[config.mk]
export PLATFORM = sky130hd
export DESIGN_NAME = gbn_ram
export DESIGN_NICKNAME = d
export VERILOG_FILES = /design/src/rtl/greedy_box_nms_unit_defines.svh /design/src/rtl/gbn_ram.sv
export SDC_FILE = /design/constraint.sdc
export NUM_CORES = 2
export LEC_CHECK = 0
export BUFFER_PORTS_ARGS = -buffer_cell sky130_fd_sc_hd__buf_2
export CAP_MARGIN = 20
export CORE_ASPECT_RATIO = 0.7
export CORE_MARGIN = 2
export CORE_UTILIZATION = 29
export DETAILED_ROUTE_END_ITERATION = 8
export PLACE_DENSITY_LB_ADDON = 0.08
export SLEW_MARGIN = 10
export SYNTH_ARGS = -nofsm -noshare
export SYNTH_HDL_FRONTEND = slang
export SYNTH_SLANG_ARGS = --single-unit
export TNS_END_PERCENT = 50
[constraint.sdc]
create_clock -name clk -period 6.82 [get_ports clk]
set_input_delay 0.682 -clock clk [delete_from_list [all_inputs] [get_ports clk]]
set_output_delay 0.682 -clock clk [all_outputs]
set_load 0.05 [all_outputs]
[src/rtl/greedy_box_nms_unit_defines.svh]
// Assertion macros used by the top-level RTL of the NMS unit.
`ifndef GREEDY_BOX_NMS_UNIT_DEFINES_SVH
`define GREEDY_BOX_NMS_UNIT_DEFINES_SVH

// A condition that must hold at every clock edge out of reset.
`define GBN_ASSERT_ALWAYS(label, clk, rst_n, cond) \
  label: assert property (@(posedge clk) disable iff (!rst_n) (cond)) \
    else $error("assertion failed: label");

// An antecedent that implies a consequent in the same cycle.
`define GBN_ASSERT_IMPLY(label, clk, rst_n, ante, cons) \
  label: assert property (@(posedge clk) disable iff (!rst_n) (ante) |-> (cons)) \
    else $error("assertion failed: label");

// An antecedent that implies a consequent in the next cycle.
`define GBN_ASSERT_NEXT(label, clk, rst_n, ante, cons) \
  label: assert property (@(posedge clk) disable iff (!rst_n) (ante) |=> (cons)) \
    else $error("assertion failed: label");

`endif

[src/rtl/gbn_ram.sv]
`timescale 1ns / 1ps
`default_nettype none
// ----------------------------------------------------------------------------
// gbn_ram
// Generic single-write, single-read RAM with a registered read.
// ----------------------------------------------------------------------------
module gbn_ram #(
  parameter int unsigned WIDTH = 64,
  parameter int unsigned DEPTH = 64
) (
  input  wire logic                                   clk,
  input  wire logic                                   we,
  input  wire logic [((DEPTH > 1) ? $clog2(DEPTH) : 1)-1:0] waddr,
  input  wire logic [WIDTH-1:0]                       wdata,
  input  wire logic [((DEPTH > 1) ? $clog2(DEPTH) : 1)-1:0] raddr,
  output logic      [WIDTH-1:0]                       rdata
);

  logic [WIDTH-1:0] mem [DEPTH];

  // Write and read in the same cycle, read data registered
  always_ff @(posedge clk) begin
    if (we) begin
      mem[waddr] <= wdata;
    end
    rdata <= mem[raddr];
  end

endmodule
`default_nettype wire

==> impl_metrics.env <==
export IMPL_setup_violations=0
export IMPL_post_route_period_util_pct=46.8
export IMPL_fin_util_pct=34.1
export IMPL_dieHeight_um=618
export IMPL_finalHoldViolations=0
export IMPL_rows=225
export IMPL_gr_usage_all_layers_pct=19.5
export IMPL_synth_distinct_cells=33
export IMPL_hold_path_startpoint="wdata[54]"
export IMPL_netlist_area_um2=156000
export IMPL_ioPinCount=142
export IMPL_htree_levels=5
export IMPL_grt_pass1_vias=76700
export IMPL_nets=7235
export IMPL_fin_crit_ns=3.19
export IMPL_clock_latency_ns=1.03
export IMPL_core_um2=537000
export IMPL_fin_cells=14700
export IMPL_post_cts_resized=0
export IMPL_drc=0
export IMPL_worstHoldPathType="in2reg"
export IMPL_portBuffers=141
export IMPL_required_ns=7.65
export IMPL_yosys_warnings=0
export IMPL_startpoint_type="input port"
export IMPL_ctsHoldBuffers=0
export IMPL_crit_slowest_cell="a211oi_1"
export IMPL_max_cap_violations=0
export IMPL_r2r_start="mem[6][30]"
export IMPL_rsz0062_at_grt="false"
export IMPL_hold_path_depth=1
export IMPL_dr_pass1_iters=6
export IMPL_drtIter0Drc=8814
export IMPL_numCtsBuffers=432
export IMPL_hpwl_um=299000
export IMPL_ir_drop_mv=0.223
export IMPL_die_area_um2=545000
export IMPL_cts_tree="built"
export IMPL_antenna_found_initial=82
export IMPL_hold_end="mem[19][54]"
export IMPL_crit_path_cell_trace="buf_8, buf_4, buf_4, mux4_2, mux2i_1, o22ai_1, a31oi_1, a211oi_1"
export IMPL_ys_seq_area_share_pct=79.5
export IMPL_r2r_setup_slack_ns=4.38
export IMPL_p_per_area_nw_per_um2=302
export IMPL_reg2regPathDepth=4
export IMPL_grt_overflow_total=0
export IMPL_ant_nets=0
export IMPL_viasPerCell=5.12
export IMPL_ys_ff_latch=4160
export IMPL_slew_headroom_pct=21.9
export IMPL_postSynthCellCount=6598
export IMPL_drive_gt1_share_pct=30.0
export IMPL_skew_ns=0.0555
export IMPL_clkTransAtPathRegs_ns=0.06
export IMPL_initial_core_util_pct=29.1
export IMPL_place_congestion=0.721
export IMPL_end_kind="register"
export IMPL_clock_fmax_mhz=313
export IMPL_critPathMaxFanout=73
export IMPL_routed_via_count=75300
export IMPL_tightestPinTransition_ns=1.17
export IMPL_mostFrequentLayoutCell="edfxtp_1"
export IMPL_syn_nets=6676
export IMPL_grt_max_degree=88
export IMPL_finalMaxSlewViolations=0
export IMPL_mostFrequentLayoutCells="4096 x edfxtp_1, 1024 x mux4_2, 438 x clkbuf_16"
export IMPL_die_x_um=882
export IMPL_max_stage_delay_ns=0.75
export IMPL_grt_pass1_wl_um=721000
export IMPL_cp_common_cell="buf_4"
export IMPL_cts_sinks=4160
export IMPL_area_growth_pct=17.1
export IMPL_clockBufferDepth=4
export IMPL_finalWirelength_um=543000
export IMPL_crit_arrival_ns=4.02
export IMPL_syn_avg_cell_area_um2=23.7
export IMPL_startpoint="raddr[2]"
export IMPL_root_buffer="clkbuf_16"
export IMPL_cts_setup_buffers=0
export IMPL_p_leak_nw=56.3
export IMPL_wl_per_cell_um=36.9
export IMPL_dp_cells=13800
export IMPL_setup_tns_ns=0
export IMPL_timing_rr_end="rdata[30]"
export IMPL_status="finished, final reports clean"
export IMPL_critPathKind="in2reg"
-- layer usage --
layer  global-route usage [%]  vias to the layer above  share of wire [%]
met5                        0                        -             0.0092
met2                     29.8                     2341                 45
met1                     30.1                    42600                 48
li1                         -                    29700                  -
met4                     3.56                        8                1.9
met3                     2.72                      583                5.2
-- Yosys cell counts, drive strengths merged --
master | number | area share, %
a22o | 88 | 0.49
nor2b | 28 | 0.11
clkbuf | 140 | 0.34
a31o | 1 | 0.0056
dfxtp | 64 | 0.82
or3b | 1 | 0.0056
and3 | 64 | 0.26
nand3b | 2 | 0.0096
and2 | 3 | 0.012
mux4 | 1024 | 15
nor3 | 2 | 0.0064
a211oi | 63 | 0.30
mux2i | 135 | 0.86
o221ai | 38 | 0.21
or3 | 29 | 0.12
nand2 | 58 | 0.14
buf | 230 | 0.80
inv | 19 | 0.046
or2 | 28 | 0.11
a31oi | 18 | 0.072
a2bb2oi | 19 | 0.11
edfxtp | 4096 | 79
nand4b | 1 | 0.0056
a41oi | 26 | 0.15
nor2 | 112 | 0.27
a22oi | 168 | 0.81
nand4 | 2 | 0.0080
o22ai | 83 | 0.33
nand3 | 45 | 0.14
nand2b | 11 | 0.044
-- cells by family after synthesis --
| family | count (synthesis) | synth area share, % |
|---|---|---|
| AOI/OAI and AO/OA | 504 | 2.48 |
| muxes | 1159 | 15.6 |
| buffers and inverters | 389 | 1.18 |
| DFF | 4160 | 79.5 |
| and+or+nand+nor | 386 | 1.24 |
-- power by group --
group	switching, W	internal, W	total (W)
combinational	0.00191	0.000964	0.00288
clock	0.0103	0.0136	0.0239
sequential	0.000180	0.0283	0.0285
-- worst max-delay path: cells and delay by family --
kind,cells,cell delay (ns)
compound gates,3,1.02
buf+inv,3,1.65
mux,2,0.45
-- metrics by stage --
stage / hold slack [ns] / power (W) / area, um^2 / setup slack (ns)
floorplan: 0.781 / 0.0304 / 156000 / 0.702
global placement: 0.814 / 0.0319 / 168000 / 2.58
detailed placement: 0.845 / 0.0319 / 168000 / 2.59
CTS: 0.0132 / 0.0559 / 182000 / 3.66
global route: -0.00135 / 0.0570 / 183000 / 3.61
finish: 0.0538 / 0.0553 / 183000 / 3.63
-- state kept, by name, summed over array words and instances (netlist names) --
register  cells
mem        4096
rdata        64
-- final cells by class --
class | count | area, um^2
flip-flops and latches | 4160 | 124000
repair buffers | 495 | 4890
inverters | 19 | 71.3
clock buffers | 552 | 11700
multi-input cells | 2049 | 30800
fillers | 49800 | 354000
diodes | 29 | 72.6
clock inverters | 254 | 2400
well taps | 7150 | 8950
-- worst max-delay path by stage --
stage | endpoint | slack (ns) | cells after the start
floorplan | mem[48][0] | 0.70 | 4
global placement | rdata[36] | 2.58 | 6
detailed placement | rdata[38] | 2.59 | 8
CTS | rdata[1] | 3.66 | 1
global route | rdata[38] | 3.61 | 8
finish | rdata[38] | 3.63 | 8
(Power assumes the default switching activity.)
