File: config.mk
export PLATFORM = sky130hd
export DESIGN_NAME = gbn_iou_pipe
export DESIGN_NICKNAME = d
export VERILOG_FILES = /design/src/rtl/greedy_box_nms_unit_defines.svh /design/src/rtl/gbn_pkg.sv /design/src/rtl/gbn_iou_pipe.sv
export SDC_FILE = /design/constraint.sdc
export NUM_CORES = 2
export LEC_CHECK = 0
export BUFFER_PORTS_ARGS = -buffer_cell sky130_fd_sc_hd__buf_4
export CAP_MARGIN = 20
export CORE_ASPECT_RATIO = 0.9
export CORE_UTILIZATION = 25
export CTS_CLUSTER_DIAMETER = 30
export DETAILED_ROUTE_END_ITERATION = 6
export HOLD_SLACK_MARGIN = 0.1
export PLACE_DENSITY_LB_ADDON = 0.08
export SYNTH_ARGS = -nofsm -noshare
export SYNTH_HDL_FRONTEND = slang
export SYNTH_SLANG_ARGS = --single-unit
File: constraint.sdc
create_clock -name clk -period 16.3 [get_ports clk]
set_input_delay 3.26 -clock clk [delete_from_list [all_inputs] [get_ports clk]]
set_output_delay 3.26 -clock clk [all_outputs]
set_load 0.01 [all_outputs]
File: src/rtl/greedy_box_nms_unit_defines.svh
// Assertion macros used by the top-level RTL of the NMS unit.
`ifndef GREEDY_BOX_NMS_UNIT_DEFINES_SVH
`define GREEDY_BOX_NMS_UNIT_DEFINES_SVH

// A condition that must hold at every clock edge out of reset.
`define GBN_ASSERT_ALWAYS(label, clk, rst_n, cond) \
  label: assert property (@(posedge clk) disable iff (!rst_n) (cond)) \
    else $error("assertion failed: label");

// An antecedent that implies a consequent in the same cycle.
`define GBN_ASSERT_IMPLY(label, clk, rst_n, ante, cons) \
  label: assert property (@(posedge clk) disable iff (!rst_n) (ante) |-> (cons)) \
    else $error("assertion failed: label");

// An antecedent that implies a consequent in the next cycle.
`define GBN_ASSERT_NEXT(label, clk, rst_n, ante, cons) \
  label: assert property (@(posedge clk) disable iff (!rst_n) (ante) |=> (cons)) \
    else $error("assertion failed: label");

`endif

File: src/rtl/gbn_pkg.sv
`timescale 1ns / 1ps
`default_nettype none
// ----------------------------------------------------------------------------
// gbn_pkg
// Types and constants shared by the greedy box NMS unit.
// ----------------------------------------------------------------------------
package gbn_pkg;

  localparam int unsigned IDX_W     = 6;
  localparam int unsigned THR_W     = 17;
  localparam int unsigned CFG_IDX_W = 1;
  localparam int unsigned CFG_DAT_W = 17;

  localparam logic [CFG_IDX_W-1:0] CFG_THRESHOLD = 1'd0;
  localparam logic [CFG_IDX_W-1:0] CFG_AREA_BIAS = 1'd1;

  localparam logic [THR_W-1:0] THR_RESET = 17'd32768;

  typedef struct packed {
    logic signed [15:0] left;
    logic signed [15:0] top;
    logic signed [15:0] right;
    logic signed [15:0] bottom;
    logic        [15:0] score;
    logic               last_box;
  } gbn_in_t;

  typedef struct packed {
    logic [IDX_W-1:0] kept_index;
    logic             last_kept;
  } gbn_out_t;

  // Reference box held while one pair sweep runs.
  typedef struct packed {
    logic signed [15:0] left;
    logic signed [15:0] top;
    logic signed [15:0] right;
    logic signed [15:0] bottom;
    logic signed [35:0] area;
  } gbn_abox_t;

  // One candidate entering the overlap pipeline.
  typedef struct packed {
    logic             vld;
    logic [IDX_W-1:0] idx;
    logic [63:0]      box;
  } gbn_cand_t;

  // Verdict leaving the overlap pipeline.
  typedef struct packed {
    logic             vld;
    logic             hit;
    logic [IDX_W-1:0] idx;
  } gbn_hit_t;

endpackage
`default_nettype wire

File: src/rtl/gbn_iou_pipe.sv
`timescale 1ns / 1ps
`default_nettype none
// ----------------------------------------------------------------------------
// gbn_iou_pipe
// Five-stage overlap test of one candidate against the reference box:
// inter * 65536 >= threshold * union, with a positive union.
// ----------------------------------------------------------------------------
module gbn_iou_pipe
  import gbn_pkg::*;
(
  input  wire logic             clk,
  input  wire logic             rst_n,
  input  wire gbn_abox_t        abox,
  input  wire logic             bias,
  input  wire logic [THR_W-1:0] thr,
  input  wire gbn_cand_t        cand,
  output gbn_hit_t              res,
  output logic                  busy
);

  logic [4:0] vld_r;
  logic [IDX_W-1:0] idx1_r, idx2_r, idx3_r, idx4_r, idx5_r;

  // stage 1 signals
  logic signed [17:0] bl, bt, br, bb, x1, y1, x2, y2, iw_s, ih_s, b18;
  logic [16:0] iw_r, ih_r;
  logic signed [17:0] wb_r, hb_r;
  // stage 2
  logic [33:0] inter2_r;
  logic signed [35:0] areab_r;
  // stage 3
  logic [33:0] inter3_r;
  logic signed [37:0] uni_s;
  logic signed [37:0] uni_r;
  // stage 4
  logic [33:0] inter4_r;
  logic        pos_r;
  logic [33:0] plo_r, phi_r;
  // stage 5
  logic [51:0] lhs, rhs;
  logic        hit_r;

  assign b18 = {17'd0, bias};
  assign bl  = 18'($signed(cand.box[15:0]));
  assign bt  = 18'($signed(cand.box[31:16]));
  assign br  = 18'($signed(cand.box[47:32]));
  assign bb  = 18'($signed(cand.box[63:48]));

  // Intersection corners and extents
  always_comb begin
    x1 = (18'(abox.left) > bl) ? 18'(abox.left) : bl;
    y1 = (18'(abox.top) > bt) ? 18'(abox.top) : bt;
    x2 = (18'(abox.right) < br) ? 18'(abox.right) : br;
    y2 = (18'(abox.bottom) < bb) ? 18'(abox.bottom) : bb;
    iw_s = x2 - x1 + b18;
    ih_s = y2 - y1 + b18;
  end

  // Valid chain
  always_ff @(posedge clk) begin
    if (!rst_n) begin
      vld_r <= '0;
    end else begin
      vld_r <= {vld_r[3:0], cand.vld};
    end
  end

  // Payload stages
  always_ff @(posedge clk) begin
    idx1_r <= cand.idx;
    iw_r   <= iw_s[17] ? 17'd0 : iw_s[16:0];
    ih_r   <= ih_s[17] ? 17'd0 : ih_s[16:0];
    wb_r   <= br - bl + b18;
    hb_r   <= bb - bt + b18;

    idx2_r   <= idx1_r;
    inter2_r <= iw_r * ih_r;
    areab_r  <= wb_r * hb_r;

    idx3_r   <= idx2_r;
    inter3_r <= inter2_r;
    uni_r    <= uni_s;

    idx4_r   <= idx3_r;
    inter4_r <= inter3_r;
    pos_r    <= !uni_r[37] && (uni_r != '0);
    plo_r    <= thr * uni_r[16:0];
    phi_r    <= thr * uni_r[33:17];

    idx5_r <= idx4_r;
    hit_r  <= pos_r && (lhs >= rhs);
  end

  assign uni_s = 38'(abox.area) + 38'(areab_r) - $signed({4'd0, inter2_r});
  assign lhs   = {2'd0, inter4_r, 16'd0};
  assign rhs   = {1'b0, phi_r, 17'd0} + {18'd0, plo_r};

  assign res.vld = vld_r[4];
  assign res.hit = hit_r;
  assign res.idx = idx5_r;
  assign busy    = |vld_r;

endmodule
`default_nettype wire

==> flow_summary.rst <==
.. list-table::
   :header-rows: 1

   * - Metric
     - Value
   * - Overall track demand over capacity in global routing
     - 16.1%
   * - RSZ-0062 raised after global routing
     - no
   * - Buffer levels on the longest clock path
     - 3
   * - Global-route wire length before repair
     - 291000 um
   * - Area growth from synthesis to final layout
     - 15.3%
   * - Number of cells produced by synthesis
     - 6509
   * - Post-DP HPWL
     - 154000 um
   * - Num CTS Buffers
     - 108
   * - Core box area
     - 234000 um2
   * - Most frequently used flop master after synthesis
     - dfxtp_1
   * - Effective utilization at floorplan
     - 25.2%
   * - Number of design rule violations left after detail routing
     - 0
   * - Total of flip-flops plus latches after synthesis
     - 351
   * - Number of top-level pins
     - 200
   * - Number of post-CTS setup repair buffers
     - 0
   * - Shortest period the worst path allows
     - 8820 ps
   * - # H-tree levels
     - 3
   * - Proportion of synthesized chip area in sequential cells
     - 11.9%
   * - Final weighted congestion of routability-driven global placement
     - 0.805
   * - Fin nets
     - 8589
   * - Clock latency reported for the late side of the worst-skew pair
     - 730 ps
   * - Largest area contributor in the synthesized netlist
     - fa_1
   * - Worst Setup Path Type
     - input port to register
   * - Distinct cell type count of the synthesized netlist
     - 93
   * - Detailed router's first-iteration violation count
     - 1602
   * - Count of TritonRoute iterations in the first routing pass
     - 7
   * - Via/cell ratio
     - 4.28
   * - Net Count, Synth
     - 8442
   * - Clock sinks
     - 351
   * - Crit path launch type
     - input port
   * - Post-route clock skew
     - 57.4 ps
   * - Post-synth design cell area
     - 58900 um2
   * - Library cell used as clock root buffer
     - clkbuf_16
   * - Overall die height
     - 462 um
   * - Summed area of non-filler cells in the final layout
     - 67900 um2
   * - Number of hold buffers added after CTS
     - 0
   * - Final critical-path share of the clock period
     - 54.1%
   * - Mean routed wirelength per cell
     - 18.9 um
   * - Worst hold-check path type
     - register to register
   * - Critical path endpoint category
     - register
   * - Fraction of registers with async set or reset after synthesis
     - 0%
   * - Port-buffer cells
     - 199
   * - Final-report max-slew violation count
     - 0
   * - Data required time of the worst path
     - 16970 ps
   * - Routed wire length
     - 187000 um
   * - Data arrival time of the critical path
     - 9490 ps
   * - Number of enable-type register cells in the synthesized netlist
     - 0
   * - Worst slack on hold paths
     - 321 ps
   * - Total number of placement rows
     - 168
   * - Standard cell area after detailed placement
     - 63900 um2
   * - Antenna violations before repair
     - 11
   * - Reported max-cap violation count
     - 0
   * - Setup slack of the most critical reg-to-reg path
     - 9040 ps
   * - Total Negative Setup Slacks
     - 0 ps
   * - Pin count of the biggest net entering global routing
     - 35
   * - Antenna Violating Nets Remaining
     - 0
   * - Post-synth top area share
     - 35.4%
   * - Result of the run
     - finished, final reports clean
   * - Floorplan die area
     - 237000 um2
   * - Congestion Overflow GR
     - 0
   * - Share of layout cells above drive strength 1
     - 7.50%
   * - Largest cells by area after synthesis
     - fa_1, ha_1, dfxtp_1
   * - Largest driver fanout on the critical path
     - 34
   * - Die outline width
     - 514 um
   * - Total number of vias
     - 42.4k
   * - Count of instances resized after the clock tree is built
     - 0
   * - Clock Pin Slew Worst Setup and Hold Paths
     - 40 ps
   * - Synth Warn #
     - 0
   * - Highest attainable clock frequency
     - 0.113 GHz
   * - Mean area per synthesized cell
     - 9.05 um2
   * - Rel. slew slack
     - 23.9%
   * - Vias in the first global route
     - 47.4k
   * - Worst-margin pin slew
     - 1140 ps
   * - Final number of hold-violating endpoints
     - 0
   * - Final count of negative-setup-slack endpoints
     - 0
   * - TritonCTS clock tree
     - built
==> worst paths after layout <==
kind              startpoint     endpoint  cells after the start
hold reg to reg    idx3_r[1]    idx4_r[1]                      0
hold / removal     idx3_r[1]    idx4_r[1]                      0
setup reg to reg    hb_r[10]  areab_r[34]                     22
setup / recovery     thr[10]    plo_r[33]                     21
==> sequential cells by signal, indices dropped and copies added (netlist names), 17 cells and up <==
register,flops
phi_r,34
inter2_r,34
areab_r,36
plo_r,34
ih_r,17
uni_r,38
inter4_r,34
iw_r,17
inter3_r,34
wb_r,18
hb_r,18
==> worst max-delay path, stage by stage <==
cell	delay, ps
buf_4	440
nand2_1	160
fa_1	490
fa_1	550
inv_1	60
fa_1	550
fa_1	430
fa_1	490
inv_1	50
fa_1	490
inv_1	40
ha_1	380
a21o_1	230
a21oi_1	160
o21ai_0	250
a31o_2	310
a221oi_1	240
o21ai_1	200
a41oi_1	290
mux2i_1	210
o311a_1	170
==> cells in the mapped netlist (14+ instances only) <==
library cell	instances
a211oi_1	20
a21o_1	112
a21oi_1	199
and2_1	553
and3_1	27
clkbuf_1	200
dfxtp_1	351
fa_1	1040
ha_1	702
inv_1	1444
mux2_2	20
mux2i_1	34
nand2_1	773
nand2b_1	38
nand3_1	34
nand4_1	32
nor2_1	165
nor2b_1	43
nor3_1	43
nor4_1	17
nor4b_1	17
o211ai_1	27
o21a_1	41
o21ai_0	132
o21bai_1	18
or3_1	14
xnor2_1	150
xor2_1	78
==> area by class of cell <==
| type | count | area, um2 |
|---|---|---|
| Sequential cell | 351 | 7030 |
| Timing Repair Buffer | 249 | 1880 |
| Clock inverter | 58 | 933 |
| Inverter | 1444 | 5420 |
| Multi-Input combinational cell | 4502 | 45600 |
| Tap cell | 3145 | 3940 |
| Fill cell | 24977 | 166000 |
| Antenna cell | 6 | 15.0 |
| Clock buffer | 141 | 3070 |
==> layout by cell type (no fill, tap or decap), drive strengths merged, types with 28 or more instances in the layout <==
master,instances
xnor2,150
inv,1447
dfxtp,351
nand3,34
nor3,44
nand2b,38
mux2i,34
o211ai,28
nor2b,44
clkbuf,141
nor2,165
a21o,112
and2,553
o21ai,148
buf,249
nand2,774
xor2,78
nand4,32
fa,1040
a21oi,203
o21a,41
ha,702
==> through the flow <==
step           instances  utilization (%)  setup slack [ps]
3_3_place_gp        9689             27.3              6750
3_5_place_dp        9690             27.4              6760
4_1_cts             9889             29.1              7560
5_1_grt             9894             29.1              7060
2_1_floorplan       6509                -              7500
6_report            9896             29.1              7480
==> cells by family after synthesis <==
group / count (synthesis) / share of synthesized area, %
AOI/OAI and AO/OA: 696 / 7.90
xor gates and xnor gates: 228 / 3.39
adders and majority gates: 1742 / 50.3
buffers and inverters: 1656 / 10.6
DFF: 351 / 11.9
muxes: 54 / 0.960
and+or+nand+nor: 1782 / 14.9
==> per-layer routing <==
metal	GRT usage [%]	vias up	wire length, um
met5	0	-	0
met4	5.72	0	6160
met3	1.66	215	5340
met2	27.1	668	88400
met1	21.4	21211	86700
li1	-	20267	-
Power is left out: the tool's default activity adds up to more than one toggle a clock period on the data nets, which glitch-free logic cannot reach.
